[config.mk]
export PLATFORM = sky130hd
export DESIGN_NAME = tpde_finish
export DESIGN_NICKNAME = d
export VERILOG_FILES = /design/src/rtl/core/tpde_pkg.sv /design/src/rtl/core/tpde_finish.sv
export VERILOG_INCLUDE_DIRS = /design/src /design/src/rtl/core
export SDC_FILE = /design/constraint.sdc
export NUM_CORES = 1
export LEC_CHECK = 0
export BUFFER_PORTS_ARGS = -buffer_cell sky130_fd_sc_hd__buf_2
export CORE_MARGIN = 2
export CORE_UTILIZATION = 46
export DETAILED_ROUTE_END_ITERATION = 8
export PLACE_DENSITY = 0.75
export SYNTH_ARGS = -nofsm -noshare
export SYNTH_HDL_FRONTEND = slang
export SYNTH_SLANG_ARGS = --single-unit
[constraint.sdc]
create_clock -name clock -period 2.6 [get_ports clock]
set_input_delay 0.39 -clock clock [delete_from_list [all_inputs] [get_ports clock]]
set_output_delay 0.39 -clock clock [all_outputs]
set_load 0.01 [all_outputs]
[src/rtl/core/three_point_derivative_estimate_unit_macros.svh]
// Assertion macros shared by the derivative estimate RTL.
// No dependencies; included by the modules that carry assertions.
`ifndef THREE_POINT_DERIVATIVE_ESTIMATE_UNIT_MACROS_SVH
`define THREE_POINT_DERIVATIVE_ESTIMATE_UNIT_MACROS_SVH

// same-cycle implication
`define TPDE_ASSERT_IMP(lbl, clk, rst, cond, prop) \
   lbl: assert property (@(posedge clk) disable iff (rst) (cond) |-> (prop)) \
      else $error("assertion failed: same-cycle implication");

// next-cycle implication
`define TPDE_ASSERT_NEXT(lbl, clk, rst, cond, prop) \
   lbl: assert property (@(posedge clk) disable iff (rst) (cond) |=> (prop)) \
      else $error("assertion failed: next-cycle implication");

`endif

[src/rtl/core/tpde_pkg.sv]
// Shared types and constants for the three-point derivative estimate unit.
// No dependencies.
`timescale 1ns / 1ps

package tpde_pkg;

   localparam int DATA_WIDTH_DEF = 32;
   localparam int FRAC_BITS_DEF  = 16;

   typedef enum logic [1:0] {
      OP_FIRST  = 2'd0,
      OP_MIDDLE = 2'd1,
      OP_LAST   = 2'd2
   } opcode_type;

   typedef enum logic [1:0] {
      ST_OK      = 2'd0,
      ST_SAT     = 2'd1,
      ST_DIVZERO = 2'd2
   } status_type;

   typedef struct packed {
      logic zero;   // coincident abscissae
      logic neg;    // quotient sign
      logic ovf;    // quotient beyond the output range
   } tpde_flags_type;

endpackage

[src/rtl/core/tpde_finish.sv]
// Output stage: saturation, sign, status, and the response register.
// Depends on tpde_pkg and the assertion macro header.
`timescale 1ns / 1ps
`include "three_point_derivative_estimate_unit_macros.svh"

module tpde_finish import tpde_pkg::*; #(
   parameter int DW = DATA_WIDTH_DEF
) (
   input  logic           clock,
   input  logic           reset,
   input  logic           in_valid,
   output logic           in_ready,
   input  logic [DW-1:0]  in_quo,
   input  tpde_flags_type in_flags,
   output logic           rsp_valid,
   input  logic           rsp_ready,
   output logic [DW-1:0]  slope,
   output status_type     status
);

   localparam logic [DW-1:0] MAXP = {1'b0, {(DW-1){1'b1}}};
   localparam logic [DW-1:0] MINN = {1'b1, {(DW-1){1'b0}}};

   logic          valid_ff;
   logic          big;
   logic [DW-1:0] slope_in, slope_ff;
   status_type    status_in, status_ff;

   assign in_ready = !valid_ff || rsp_ready;

   always_comb begin
      // negative results may reach the most negative code, positive ones stop one short
      big = in_flags.neg ? (in_quo[DW-1] && (|in_quo[DW-2:0])) : in_quo[DW-1];
      priority if (in_flags.zero) begin
         slope_in  = '0;
         status_in = ST_DIVZERO;
      end else if (in_flags.ovf || big) begin
         slope_in  = in_flags.neg ? MINN : MAXP;
         status_in = ST_SAT;
      end else begin
         slope_in  = in_flags.neg ? (~in_quo + DW'(1)) : in_quo;
         status_in = ST_OK;
      end
   end

   always_ff @(posedge clock) begin
      if (reset) begin
         valid_ff <= 1'b0;
      end else if (in_ready) begin
         valid_ff <= in_valid;
      end
   end

   always_ff @(posedge clock) begin
      if (in_ready) begin
         slope_ff  <= slope_in;
         status_ff <= status_in;
      end
   end

   assign rsp_valid = valid_ff;
   assign slope     = slope_ff;
   assign status    = status_ff;

   `TPDE_ASSERT_IMP(a_divzero_zero_slope, clock, reset, valid_ff && status_ff == ST_DIVZERO, slope_ff == '0)
   `TPDE_ASSERT_IMP(a_sat_extreme, clock, reset, valid_ff && status_ff == ST_SAT, slope_ff == MAXP || slope_ff == MINN)
   `TPDE_ASSERT_NEXT(a_reset_empties, clock, 1'b0, reset, !valid_ff)

endmodule

==> metrics.txt <==
I/O pins=75; Worst-Skew Late Latency=roughly 0.29 ns; Sw Pwr=0.0003873 W; Die Height=about 76 um; CP Capture Type=flop; Die Wd=75.64 um; Pins Over Slew Limit=0; CTS Buf Count=5; CP delay by family, top=simple AND/OR/NAND/NOR gates; Via Count=about 2500; Hold-fix buffers, CTS=0; achievable frequency=0.3960 GHz; Clock Path Buffers=2; M1 GR Usage=0.3011; Sw Share=0.2760; First-pass DRT Iterations=5; Clk pwr share=0.292; critical-path maximum fanout=23; largest net degree at the start of global routing=35; DP Worst Slack=-0.2330 ns; clock root cell=clkbuf_8; CORE AREA=slightly above 5000 sq um; Max stage delay on crit path=around 0.54 ns; final wirelength=~6.4 mm; maxcap violations=0; Final Hold Viols=0; FFs w/ async S/R, synth=0; Flop pwr share=0.489; Multi-input gate area=between 1000 and 1500 sq um; met3 usage=0.04894; CP cell instances=buf_2, or4_4, or4_4, o41a_1, buf_4, o32ai_1; fin cells=around 420; Tightest Pin Transition=0.6070 ns; Avg WL per Cell=about 15 um; detailed placement HPWL=approximately 4.6 mm; global route hottest layer=met2; most frequent cells in the layout=74 x buf_2, 56 x nor2_1, 39 x buf_4; WP data required=2.67 ns; cells after synthesis=around 250; R2R Path End=slope[31]; post-CTS sizing=0; diode count=0; instance count on the critical path=6; Leakage=roughly 1.3 nW; ys flop type=edfxtp_1; global-route wire length before repair=9.867 mm; slowest CP cell=or4_4; DP Cell Count=approximately 420; slew margin rel.=0.5922; power per cell area=between 400 and 500 nW/um^2; Crit path top cell by count=or4_4; Finished Cell Area=approximately 3100 sq um; all-layer global routing usage=0.2294; clock-pin slew on the worst setup and hold paths=0.07 ns; clock skew=~0.012 ns; port buffer count=74; Tcrit/Tclk final=0.9711; commonest non-fill, non-tap cell in the layout=buf_2; DRT antenna net count=0; EDFF count, synth=34; post-synthesis sequential area ratio=0.4409; FF-to-FF Start=rsp_valid; hold crit path type=input port to flop; Placed Area=3035 sq um; GRT overflow=0; Initial Util=0.4682; Reg2Reg Depth=2; drt drc=0; Crit Path Class=input port to flop; Arr. time, crit path=roughly 2.6 ns; Internal=approximately 0.0010 W; Final #Nets=392; Avg Vias per Cell=approximately 6; Layout area overhead=32.43%; status=complete, no violations; Yosys reg bits=35; initial antenna violation count=0; Ys Warns=0; Rows=26; worst setup margin=around 0.075 ns; min cycle time layout=approximately 2.5 ns; Final Total Pwr=between 0.001 and 0.0015 W; grt met2 use=0.3884; Post-Syn Area=around 2400 sq um; Setup crit start=in_quo[10]; startpoint types=input port; gpl congestion=around 0.95; reg-to-reg slack, setup=~1.3 ns; share of layout cells above drive strength 1=0.3654; Unique masters post-synth=38; final setup violation count=0; unrepaired setup endpoints after global routing=no; Critical Path End=slope[10]; Gate power share=0.219; VDD IR-drop max=0.0002286 V; vias in the first global route=2078; final core occ=0.6201; die area=5721 sq um; # H-tree levels=2; clock sinks=35; DRT iter0 DRCs=170; TritonCTS clock tree=yes; register area=1041 sq um; fill count=approximately 430; net count after synthesis=294; syn avg cell area=roughly 9.3 sq um; Worst Path Buf+Inv=2; number of setup buffers added after CTS=0
power by group through the flow:
stage | registers (W) | logic (W) | clock network, W
2_1_floorplan | 0.000728 | 0.000120 | 0
6_report | 0.000686 | 0.000307 | 0.000409
3_3_place_gp | 0.000698 | 0.000300 | 0
5_1_grt | 0.000691 | 0.000340 | 0.000431
4_1_cts | 0.000687 | 0.000307 | 0.000413
3_5_place_dp | 0.000698 | 0.000306 | 0
cells by family after synthesis:
family	count (synthesis)	synth area share
multiplexers	15	0.06359
AO/OA/AOI/OAI	65	0.2088
flip-flops	35	0.4409
buffers and inverters	27	0.04345
AND/OR/NAND/NOR	111	0.2379
adder cells (fa/ha/maj)	1	0.005299
how the worst min path moves through the flow:
stage	from	endpoint	slack [ns]	cells past startpoint
after floorplan	reset	rsp_valid	0.46	1
after global placement	reset	rsp_valid	0.55	2
after detailed placement	reset	rsp_valid	0.55	2
after CTS	reset	rsp_valid	0.25	2
after global routing	reset	rsp_valid	0.26	2
final	reset	rsp_valid	0.26	2
layout make-up:
type                    count  area share
clock buffers               7     0.02761
clock inverters             1    0.001601
inverters                   5    0.006002
multi-input cells         192      0.3918
flip-flops and latches     35      0.3329
well taps                  70     0.02801
repair buffers            113      0.2121
worst reg2reg max path, stage by stage (launching register included):
cell and delay (ns):
dfxtp_1 0.32, nand2b_2 0.33, buf_4 0.32
sequential cells by signal, summed over array words and instances (netlist names):
register and cells:
rsp_valid 1, slope 32, status 2
synthesized netlist by cell type, types with 4 or more instances:
cell / count / area (sq um)
nor2_1: 56 / 210.2
edfxtp_1: 34 / 1021
o32ai_1: 25 / 219.0
clkbuf_1: 20 / 75.07
mux2i_1: 15 / 150.1
a21oi_1: 12 / 60.06
nor3_1: 12 / 60.06
nor4_1: 8 / 50.05
or4_1: 7 / 52.55
a211oi_1: 6 / 45.04
nand3_1: 6 / 30.03
a311oi_1: 4 / 35.03
a31oi_1: 4 / 25.02
inv_1: 4 / 15.01
nand4_1: 4 / 25.02
metal layers:
metal,part of all wire,routed length (um)
met2,0.49,3091
met1,0.43,2711
met5,0,0
met3,0.077,489
met4,0.012,76
through the flow:
step | setup TNS, ns | hold WS [ns]
finish | 0 | 0.2559
global route | 0 | 0.2588
CTS | 0 | 0.2501
detailed placement | -3.072 | 0.5503
global placement | -2.041 | 0.5475
floorplan | -0.9861 | 0.4591
Power figures use the tool's default switching activity.
