==> src/rtl/core/three_point_derivative_estimate_unit_macros.svh <==
// Assertion macros shared by the derivative estimate RTL.
// No dependencies; included by the modules that carry assertions.
`ifndef THREE_POINT_DERIVATIVE_ESTIMATE_UNIT_MACROS_SVH
`define THREE_POINT_DERIVATIVE_ESTIMATE_UNIT_MACROS_SVH

// same-cycle implication
`define TPDE_ASSERT_IMP(lbl, clk, rst, cond, prop) \
   lbl: assert property (@(posedge clk) disable iff (rst) (cond) |-> (prop)) \
      else $error("assertion failed: same-cycle implication");

// next-cycle implication
`define TPDE_ASSERT_NEXT(lbl, clk, rst, cond, prop) \
   lbl: assert property (@(posedge clk) disable iff (rst) (cond) |=> (prop)) \
      else $error("assertion failed: next-cycle implication");

`endif

==> src/rtl/core/tpde_pkg.sv <==
// Shared types and constants for the three-point derivative estimate unit.
// No dependencies.
`timescale 1ns / 1ps

package tpde_pkg;

   localparam int DATA_WIDTH_DEF = 32;
   localparam int FRAC_BITS_DEF  = 16;

   typedef enum logic [1:0] {
      OP_FIRST  = 2'd0,
      OP_MIDDLE = 2'd1,
      OP_LAST   = 2'd2
   } opcode_type;

   typedef enum logic [1:0] {
      ST_OK      = 2'd0,
      ST_SAT     = 2'd1,
      ST_DIVZERO = 2'd2
   } status_type;

   typedef struct packed {
      logic zero;   // coincident abscissae
      logic neg;    // quotient sign
      logic ovf;    // quotient beyond the output range
   } tpde_flags_type;

endpackage

==> src/rtl/core/tpde_div_step.sv <==
// One restoring-division stage: resolves a single quotient bit per register stage.
// Depends on tpde_pkg.
`timescale 1ns / 1ps

module tpde_div_step import tpde_pkg::*; #(
   parameter int DW    = DATA_WIDTH_DEF,
   parameter int RW    = 3 * (DATA_WIDTH_DEF + 1) + 2 + FRAC_BITS_DEF,
   parameter int WP    = 3 * (DATA_WIDTH_DEF + 1),
   parameter int SHIFT = 0
) (
   input  logic           clock,
   input  logic           reset,
   input  logic           in_valid,
   output logic           in_ready,
   input  logic [RW-1:0]  in_rem,
   input  logic [WP-1:0]  in_div,
   input  logic [DW-1:0]  in_quo,
   input  tpde_flags_type in_flags,
   output logic           out_valid,
   input  logic           out_ready,
   output logic [RW-1:0]  out_rem,
   output logic [WP-1:0]  out_div,
   output logic [DW-1:0]  out_quo,
   output tpde_flags_type out_flags
);

   localparam int CW = RW + DW;

   logic           valid_ff;
   logic [CW-1:0]  shifted, diff;
   logic           ge;
   logic [RW-1:0]  rem_in, rem_ff;
   logic [DW-1:0]  quo_in, quo_ff;
   logic [WP-1:0]  div_ff;
   tpde_flags_type flags_ff;

   assign in_ready = !valid_ff || out_ready;

   always_comb begin
      shifted = CW'(in_div) << SHIFT;
      ge      = CW'(in_rem) >= shifted;
      diff    = CW'(in_rem) - shifted;
      rem_in  = ge ? diff[RW-1:0] : in_rem;
      quo_in  = in_quo | (ge ? (DW'(1) << SHIFT) : '0);
   end

   always_ff @(posedge clock) begin
      if (reset) begin
         valid_ff <= 1'b0;
      end else if (in_ready) begin
         valid_ff <= in_valid;
      end
   end

   always_ff @(posedge clock) begin
      if (in_ready) begin
         rem_ff   <= rem_in;
         div_ff   <= in_div;
         quo_ff   <= quo_in;
         flags_ff <= in_flags;
      end
   end

   assign out_valid = valid_ff;
   assign out_rem   = rem_ff;
   assign out_div   = div_ff;
   assign out_quo   = quo_ff;
   assign out_flags = flags_ff;

endmodule

==> config.mk <==
export PLATFORM = sky130hd
export DESIGN_NAME = tpde_div_step
export DESIGN_NICKNAME = d
export VERILOG_FILES = /design/src/rtl/core/three_point_derivative_estimate_unit_macros.svh /design/src/rtl/core/tpde_pkg.sv /design/src/rtl/core/tpde_div_step.sv
export SDC_FILE = /design/constraint.sdc
export NUM_CORES = 1
export LEC_CHECK = 0
export BUFFER_PORTS_ARGS = -buffer_cell sky130_fd_sc_hd__buf_2
export CAP_MARGIN = 15
export CORE_ASPECT_RATIO = 0.6
export CORE_MARGIN = 2
export CORE_UTILIZATION = 40
export CTS_CLUSTER_SIZE = 20
export DETAILED_ROUTE_END_ITERATION = 10
export MAX_ROUTING_LAYER = met4
export PLACE_DENSITY = 0.68
export SLEW_MARGIN = 0
export SYNTH_ARGS = -nofsm -noshare
export SYNTH_HDL_FRONTEND = slang
export SYNTH_SLANG_ARGS = --single-unit
export TNS_END_PERCENT = 30
==> constraint.sdc <==
create_clock -name clock -period 13.3 [get_ports clock]
set_input_delay 2.66 -clock clock [delete_from_list [all_inputs] [get_ports clock]]
set_output_delay 2.66 -clock clock [all_outputs]
set_load 0.01 [all_outputs]
==> run_results.csv, run 1 <==
group,metric,value,unit
job,max_cap_viol_count,0,
floorplanning,die_x,266.6,um
grt,grt_pass1_vias,14743,
synth,synth-edff-count,251,
sta,worst_slew_pin_slew,1090,ps
sta,period_needed,6684,ps
synth,synth_area,16540,um^2
final_layout,layout-drive-gt1-share,0.2706,
final_layout,multi_input_area,8084,um^2
sta,relSlewSlack,0.2735,
worst_setup_path,slowest_stage,"buf_4",
final_layout,nets,2553,
worst_setup_path,crit_type,"input pin to flip-flop",
clock_network,cts.path.max_buffers,3,
grt,grt_pass1_wl,87.10,mm
floorplanning,core,40650,um^2
power,power,2.442,mW
route,drt_iter0_markers,1532,
route,num_vias,15277,
power,cellLeakagePower,8.542,nW
place,portBuffers,507,
clock_network,ctsResizeCount,0,
place,hpwl,47.50,mm
worst_setup_path,crit_path_end_kind,"flip-flop",
synth,synth_cell_types,83,
min_path,min_path_type,"flip-flop to flip-flop",
worst_setup_path,setup.worst_path.start_class,"input pin",
floorplanning,io_pins,508,
synth,ys_dominant_reg_cell,"edfxtp_1",
clock_network,cts_setup_buffers,0,
synth,ys_ff_latch,252,
sta,tns,0,ps
synth,yosys.area.top_type,"edfxtp_1",
route,dr.pass1.iters,6,
sta,min_period_over_period,0.5026,
grt,grtUsageTotal,0.2703,
synth,yosys-top-cells-count,"edfxtp_1, nand2_1, a21oi_1",
floorplanning,die-area,43060,um^2
floorplanning,start_util,0.4070,
route,ant_nets,0,
clock_network,cts.sinks,252,
sta,rsz0062_at_grt,"false",
run_status,outcome,"finished clean",
worst_setup_path,rrSetupSlack,11050,ps
floorplanning,rows,57,
clock_network,htree_levels,1,
route,wl_per_cell,21.26,um
worst_setup_path,path_cells,"buf_2, inv_1, ha_1, a21oi_1, o21ai_0, a211oi_1, nor2_1, a2111oi_0, o2111ai_2, nand2_8, buf_4, mux2_2",
synth,synth_area_leaders,"edfxtp_1, ha_1, a21oi_1",
final_layout,fillCellCount,3890,
worst_setup_path,critPathRequiredTime,13610,ps
synth,post-synth-top-area-fraction,0.4556,
power,peakVddDrop,86.22,uV
synth,synth_area_per_cell,9.530,um^2
sta,hold_viol,0,
sta,finClkSkew,26.92,ps
synth,ys_seq_area_frac,0.4568,
grt,grt_overflow,0,
sta,final-max-slew-violation-count,0,
grt,antenna_found_initial,7,
worst_setup_path,cp.arrival,6990,ps
final_layout,postLayoutCoreUtil,0.4992,
grt,grt_max_degree,150,
power,power.density,120.3,nW/um^2
synth,synthCells,1736,
synth,async_flop_share,0,
sta,max_freq,149.6,MHz
clock_network,cts_made_buffers,25,
worst_setup_path,cpLargestDelayFamily,"compound AO/OA/AOI/OAI gates",
final_layout,final-seq-area,7557,um^2
worst_setup_path,critPathMaxStageDelay,840,ps
final_layout,stdcell_count,2754,
floorplanning,dieHeight,161.5,um
clock_network,clk_pin_slew,60,ps
clock_network,cts_tree,"yes",
place,dp_cells,2702,
clock_network,postCtsHoldBufs,0,
route,wl,58.56,mm
final_layout,syn_to_final_growth,22.66,%
synth,syn_nets,2091,
route,remaining_drc_errors,0,
clock_network,clk_latency,570,ps
worst_setup_path,cp_num_buf_inv,3,
synth,ys_warn_count,0,
clock_network,cts-root-buf,"clkbuf_16",
route,vias_per_cell,5.547,
place,gp_congestion,0.9720,
worst_setup_path,crit_fanout,116,
synth,yosysMostFrequentCell,"edfxtp_1",
sta,finalSetupViolations,0,
## path summary, 6_finish.rpt
path	depth (start not counted)	start	end
worst max-delay path	12	in_div[76]	out_rem[76]
worst min-delay path	2	out_valid	out_valid
worst max register to register	3	out_valid	out_rem[70]
worst min register to register	2	out_valid	out_valid
## routing by layer
metal,vias to the layer above,wire (um),GRT usage,share of wire
met5,-,0,-,0
met4,0,1147,0.04367,0.020
met3,70,4583,0.04848,0.078
met2,647,26070,0.4155,0.45
met1,7280,26750,0.3793,0.46
li1,7280,-,-,-
## sequential cells by signal (all words and copies together), names as in the netlist
register and cells:
out_div 99, out_rem 117, out_quo 32, out_valid 1
out_flags 3
## cells in the final DEF (no fill, tap or decap), types with 15 or more instances in the layout
cell type | synthesis | routed
nand4_1 | 53 | 53
nand3_1 | 25 | 25
edfxtp_1 | 251 | 251
inv_1 | 139 | 139
nand2_1 | 221 | 221
xor2_1 | 41 | 41
a21oi_1 | 167 | 167
clkbuf_16 | 0 | 25
o21ai_1 | 39 | 39
o21bai_1 | 34 | 34
buf_2 | 32 | 507
a31oi_1 | 18 | 18
nor2_1 | 87 | 87
o21a_1 | 16 | 16
nor4_1 | 15 | 15
a21o_1 | 27 | 27
o21ai_0 | 150 | 150
ha_1 | 99 | 99
nor3_1 | 30 | 30
xnor2_1 | 72 | 72
## power breakdown
group	switching [mW]	internal, mW
clock network	0.322	0.424
logic	0.421	0.248
registers	0.0267	1.00
## through the flow
| step | hold WS, ps | setup WS, ps | instance area (um^2) |
|---|---|---|---|
| after global routing | 958.1 | 6157 | 20290 |
| final | 883.9 | 6616 | 20290 |
| after floorplan | 2729 | 1885 | 16540 |
| after global placement | 867.7 | 6028 | 19430 |
| after detailed placement | 896.2 | 5989 | 19440 |
| after CTS | 905.4 | 6577 | 20280 |
## worst register-to-register path, delay by kind of cell, from the launching register on
kind                   cells  cell delay (ps)
AND/OR/NAND/NOR            1              380
buffers and inverters      2             1150
flip-flops                 1              330
## layout make-up
type	instances	share of cell area
Multi-Input combinational cell	1265	0.3984
Sequential cell	252	0.3724
Timing Repair Buffer	515	0.1286
Tap cell	531	0.03274
Clock buffer	27	0.03120
Inverter	139	0.02571
Clock inverter	19	0.01023
Antenna cell	6	0.0007399
## kinds of logic (layout without fill, tap and decap cells)
logic type	count (synthesis)	count (layout)	share of synthesized area
DFF	252	252	0.4568
adders and majority gates	100	100	0.07608
muxes	5	5	0.003252
xor gates and xnor gates	113	113	0.05982
other	0	6	0
and+or+nand+nor	517	517	0.1554
AOI/OAI and AO/OA	530	530	0.1928
buffers and inverters	219	700	0.05589
No activity file was read; power rests on OpenSTA's default activity.
==> inputs of run 2 (changes only) <==
clock period = 6.2 ns   (was 13.3 ns; I/O delays follow)
==> run 2 against run 1 <==
Compared with the run above:
- hold slack worse by 130 ps
- register-to-register slack got worse by 6700 ps
- wire length rose by 1.9%
- critical path depth up 1
- setup slack got worse by 5300 ps
- power is 120% higher
- utilization is 0.15 points higher
- clock power grew 120%
- combinational power rose by 120%
- largest power group unchanged
==> run_results.csv, run 2 (synthesized netlist as in run 1, its figures left out) <==
group,metric,value,unit
sta,min_period_over_period,0.7940,
final_layout,mostFrequentLayoutCell,"buf_2",
sta,finClkSkew,14.43,ps
grt,grt_max_degree,112,
floorplanning,io_pins,508,
power,clkPwrFrac,0.307,
worst_setup_path,worst_path_most_repeated_cell,"nand4_1",
route,remaining_drc_errors,0,
grt,grtUsageTotal,0.2735,
floorplanning,dieHeight,161.5,um
route,wl,59.69,mm
power,power_frac_comb,0.274,
grt,grt_overflow,0,
sta,relSlewSlack,0.3221,
worst_setup_path,path_cells,"buf_2, inv_1, ha_1, nand4_1, nor3_1, a211oi_1, o31ai_2, nand4_1, a21oi_1, o21ai_0, o31ai_1, xnor2_1, o21ai_1",
power,swShare,0.3205,
power,power.density,258.9,nW/um^2
sta,tns,0,ps
worst_setup_path,crit_type,"input pin to flip-flop",
final_layout,mostFrequentLayoutCells,"buf_2, edfxtp_1, nand2_1",
power,intPower,3.580,mW
route,drt_iter0_markers,1585,
route,num_vias,15466,
place,hpwl,48.56,mm
sta,period_needed,4923,ps
sta,max_freq,203.1,MHz
grt,grt_pass1_vias,14886,
place,dp_cells,2709,
min_path,min_path_type,"flip-flop to flip-flop",
final_layout,layout-drive-gt1-share,0.2727,
worst_setup_path,cp.arrival,5230,ps
floorplanning,core,40650,um^2
sta,final-max-slew-violation-count,0,
worst_setup_path,slowest_stage,"o31ai_1",
sta,setup_slack,1277,ps
job,max_cap_viol_count,0,
route,dr.pass1.iters,6,
worst_setup_path,crit_path_end_kind,"flip-flop",
power,p_switching,1.689,mW
route,vias_per_cell,5.604,
place,dp_slack,763.3,ps
sta,finalSetupViolations,0,
clock_network,clk_pin_slew,70,ps
run_status,outcome,"finished clean",
worst_setup_path,critPathRequiredTime,6510,ps
final_layout,largest_reg_flops,117,
power,pwr-share-seq,0.419,
clock_network,cts.path.max_buffers,3,
grt,antenna_found_initial,8,
place,portBuffers,507,
clock_network,cts.sinks,252,
clock_network,cts_setup_buffers,0,
route,wl_per_cell,21.63,um
clock_network,ctsResizeCount,0,
worst_setup_path,cp_num_buf_inv,2,
final_layout,fillCellCount,3817,
worst_setup_path,critPathMaxStageDelay,640,ps
floorplanning,start_util,0.4070,
clock_network,htree_levels,1,
worst_setup_path,setup.worst_path.start_class,"input pin",
sta,rsz0062_at_grt,"false",
worst_setup_path,cpLargestDelayFamily,"compound AO/OA/AOI/OAI gates",
floorplanning,rows,57,
sta,worst_slew_pin_slew,1009,ps
sta,hold_viol,0,
power,peakVddDrop,186.8,uV
final_layout,stdcell_count,2760,
final_layout,syn_to_final_growth,23.03,%
final_layout,nets,2561,
clock_network,cts_tree,"yes",
worst_setup_path,crit_fanout,6,
clock_network,cts_made_buffers,26,
power,cellLeakagePower,8.575,nW
clock_network,cts-root-buf,"clkbuf_16",
route,ant_nets,0,
floorplanning,die-area,43060,um^2
clock_network,postCtsHoldBufs,0,
grt,grt_pass1_wl,87.91,mm
place,gp_congestion,0.9340,
clock_network,clk_latency,570,ps
floorplanning,die_x,266.6,um
==> run 2: cell count changes in the layout (fill, tap and decap cells not counted), moves of 2 or more <==
cell,previous run,this run
diode_2,6,3
buf_4,7,14
clkbuf_1,2,4
inv_6,2,0
clkinv_2,4,2
clkinv_4,1,3
==> run 2: through the flow <==
step	power (mW)	hold WS (ps)	utilization	area [um^2]
2_1_floorplan	3.068	1309	-	16550
5_1_grt	5.508	793.0	0.5007	20350
3_5_place_dp	3.665	759.2	0.4794	19490
6_report	5.269	754.3	0.5007	20350
3_3_place_gp	3.655	765.0	0.4794	19490
4_1_cts	5.295	776.6	0.5005	20350
==> run 2: power by group through the flow <==
stage / Combinational [mW] / Sequential (mW) / Clock [mW]
CTS: 1.43 / 2.21 / 1.65
global placement: 1.41 / 2.24 / 0
global route: 1.56 / 2.23 / 1.72
floorplan: 0.698 / 2.37 / 0
detailed placement: 1.42 / 2.24 / 0
finish: 1.45 / 2.21 / 1.62
==> run 2: cell type report <==
type / instances / area [um^2] / area share
Multi-Input combinational cell: 1265 / 8084 / 0.3972
Sequential cell: 252 / 7557 / 0.3713
Timing Repair Buffer: 522 / 2663 / 0.1308
Clock buffer: 30 / 665.6 / 0.03270
Tap cell: 531 / 664.4 / 0.03264
Inverter: 139 / 521.8 / 0.02563
Clock inverter: 18 / 191.4 / 0.009405
Antenna cell: 3 / 7.507 / 0.0003688
==> run 2: path summary, 6_finish.rpt <==
check | startpoint | end | slack [ps] | depth (start not counted)
setup / recovery | in_div[11] | out_rem[98] | 1280 | 13
hold / removal | out_valid | out_rem[7] | 750 | 1
setup reg to reg | out_valid | out_rem[111] | 4380 | 2
hold reg to reg | out_valid | out_rem[7] | 750 | 1
==> run 2: routing by layer <==
metal / up-vias / part of all wire / GRT usage
met4: 0 / 0.015 / 0.03958
met2: 729 / 0.45 / 0.4227
met5: - / 0 / -
met1: 7384 / 0.45 / 0.3803
li1: 7294 / - / -
met3: 59 / 0.086 / 0.05428
==> inputs of run 3 (changes only) <==
ABC_AREA = 1   (was not set)
clock period = 4.32 ns   (was 6.2 ns; I/O delays follow)
==> run 3 against run 2 <==
Compared with the run above:
- synthesized cell count up 95%
- clock-buffer cell count stayed put
- global-route usage up 6.0 points
- clock power is 36% higher
- clock skew is 4.5 ps higher
- final area up 26%
- combinational power is 77% higher
- non-clock buffer count grew 17
- critical path depth increased by 2
- register-to-register slack got worse by 1800 ps
==> run_results.csv, run 3 <==
group,metric,value,unit
worst_setup_path,crit_path_start,"in_rem[0]",
power,power.density,308.6,nW/um^2
place,portBuffers,507,
power,clkPwrFrac,0.278,
floorplanning,rows,65,
place,hpwl,78.26,mm
floorplanning,io_pins,508,
synth,synth-edff-count,251,
route,num_vias,22303,
sta,hold_viol,0,
run_status,outcome,"finished clean",
synth,yosys.area.top_type,"edfxtp_1",
synth,ys_dominant_reg_cell,"edfxtp_1",
sta,period_needed,3332,ps
synth,synth_area,21200,um^2
grt,antenna_found_initial,3,
clock_network,htree_levels,1,
route,vias_per_cell,4.795,
final_layout,largest_reg_flops,117,
place,gp_congestion,1.048,
worst_setup_path,critPathRequiredTime,4640,ps
sta,tns,0,ps
synth,ys_warn_count,0,
grt,grt_max_degree,106,
power,intPower,5.063,mW
power,pwr-share-seq,0.398,
floorplanning,die-area,54910,um^2
final_layout,final_area,25570,um^2
synth,synthCells,3383,
sta,max_freq,300.1,MHz
power,peakVddDrop,266.7,uV
sta,min_period_over_period,0.7713,
grt,grtUsageTotal,0.3334,
synth,yosysMostFrequentCell,"nand2_1",
synth,ys_seq_area_frac,0.3565,
route,remaining_drc_errors,0,
clock_network,cts_setup_buffers,0,
sta,worst_slew_pin_slew,713.8,ps
floorplanning,core,52460,um^2
sta,worst_hold_slack,450.9,ps
floorplanning,die_x,301.2,um
route,drt_iter0_markers,2749,
route,dr.pass1.iters,7,
clock_network,clk_pin_slew,60,ps
final_layout,nets,4282,
clock_network,clk_latency,580,ps
final_layout,layout-drive-gt1-share,0.1596,
final_layout,fillCellCount,5677,
clock_network,cts.sinks,252,
grt,grt_overflow,0,
grt,grt_pass1_vias,20284,
place,place_area,24770,um^2
power,power,7.892,mW
synth,synth_cell_types,32,
sta,finClkSkew,18.96,ps
synth,synth_area_per_cell,6.266,um^2
final_layout,mostFrequentLayoutCells,"nand2_1, inv_1, buf_2",
power,power_frac_comb,0.324,
route,wl_per_cell,19.58,um
grt,grt_pass1_wl,131.2,mm
min_path,hold_start,"reset",
synth,ys_ff_latch,252,
synth,async_flop_share,0,
floorplanning,dieHeight,182.3,um
final_layout,syn_to_final_growth,20.62,%
clock_network,postCtsHoldBufs,0,
sta,rsz0062_at_grt,"false",
worst_setup_path,cp.arrival,3650,ps
synth,post-synth-top-area-fraction,0.3556,
clock_network,cts.path.max_buffers,3,
route,ant_nets,0,
sta,relSlewSlack,0.5242,
synth,yosys-top-cells-count,"nand2_1, inv_1, edfxtp_1",
sta,final-max-slew-violation-count,0,
floorplanning,start_util,0.4041,
route,wl,91.06,mm
synth,syn_nets,3738,
power,cellLeakagePower,14.94,nW
clock_network,ctsResizeCount,0,
job,max_cap_viol_count,0,
worst_setup_path,r2r_start,"out_valid",
clock_network,cts_made_buffers,26,
worst_setup_path,crit_type,"input pin to flip-flop",
worst_setup_path,setup.worst_path.start_class,"input pin",
worst_setup_path,crit_fanout,4,
worst_setup_path,crit_path_end_kind,"flip-flop",
power,p_switching,2.829,mW
clock_network,cts_tree,"yes",
final_layout,mostFrequentLayoutCell,"nand2_1",
power,swShare,0.3585,
sta,finalSetupViolations,0,
clock_network,cts-root-buf,"clkbuf_16",
min_path,min_path_type,"input pin to flip-flop",
synth,synth_area_leaders,"edfxtp_1, nand2_1, inv_1",
run 3: cell count changes in the layout (fill, tap and decap cells not counted), sizes merged, moves of 19 or more:
cell / previous run / this run
inv: 139 / 848
a21o: 27 / 1
o21bai: 34 / 2
xnor2: 72 / 0
nand3: 25 / 119
nor2: 87 / 260
a31oi: 19 / 0
nand4: 57 / 15
a21oi: 168 / 72
nand2: 222 / 1548
nand3b: 1 / 28
xor2: 41 / 61
o21ai: 189 / 7
run 3: critical path, cell delays in order:
cell     delay, ps
buf_2          100
inv_1           60
ha_1           190
inv_1          100
fa_1           440
nand2_1        100
nand3_1        230
nand2_1        130
nand2_1        240
nand2_1        170
nand3_1        350
nand2_1        410
nand2_1        100
nand2_1        110
a21oi_2         60
run 3: power groups by stage:
stage	logic [mW]	registers (mW)	clock network, mW
2_1_floorplan	1.22	3.36	0
3_3_place_gp	2.49	3.19	0
3_5_place_dp	2.49	3.19	0
5_1_grt	2.78	3.16	2.34
4_1_cts	2.50	3.14	2.25
6_report	2.56	3.14	2.20
run 3: area by class of cell:
type                    count  area, um^2  area share
multi-input cells        2258       10280      0.4023
flip-flops and latches    252        7557      0.2956
inverters                 850        3192      0.1248
repair buffers            539        2853      0.1116
well taps                 703       879.6     0.03440
clock buffers              30       686.9     0.02687
clock inverters            18       112.6    0.004404
diodes                      1       2.502  0.00009787
run 3: path summary, 6_finish.rpt:
kind                        to  slack [ps]  cells past startpoint
setup / recovery  out_rem[110]         990                     15
hold / removal       out_valid         450                      2
setup reg to reg   out_div[26]        2540                      2
hold reg to reg      out_valid         940                      2
run 3: per-stage QoR:
step | setup slack (ps) | instances | util
floorplan | 827.1 | 3383 | -
global route | 897.6 | 4651 | 0.4874
finish | 988.2 | 4651 | 0.4874
CTS | 1176 | 4650 | 0.4874
global placement | 567.1 | 4602 | 0.4721
detailed placement | 579.5 | 4602 | 0.4721
run 3: kinds of logic after synthesis:
group	count (synthesis)	share of synthesized area
compound gates	82	0.02148
xor+xnor	61	0.02520
fa+ha+maj	100	0.05938
buf+inv	873	0.1593
flops	252	0.3565
simple gates	2015	0.3781
run 3: layer usage:
| metal | vias to the layer above | routed length [um] | GRT usage |
|---|---|---|---|
| met5 | - | 0 | - |
| met4 | 0 | 1345 | 0.04498 |
| met3 | 70 | 9770 | 0.05226 |
| met2 | 1090 | 33830 | 0.4335 |
| met1 | 10044 | 46110 | 0.5378 |
| li1 | 11099 | - | - |
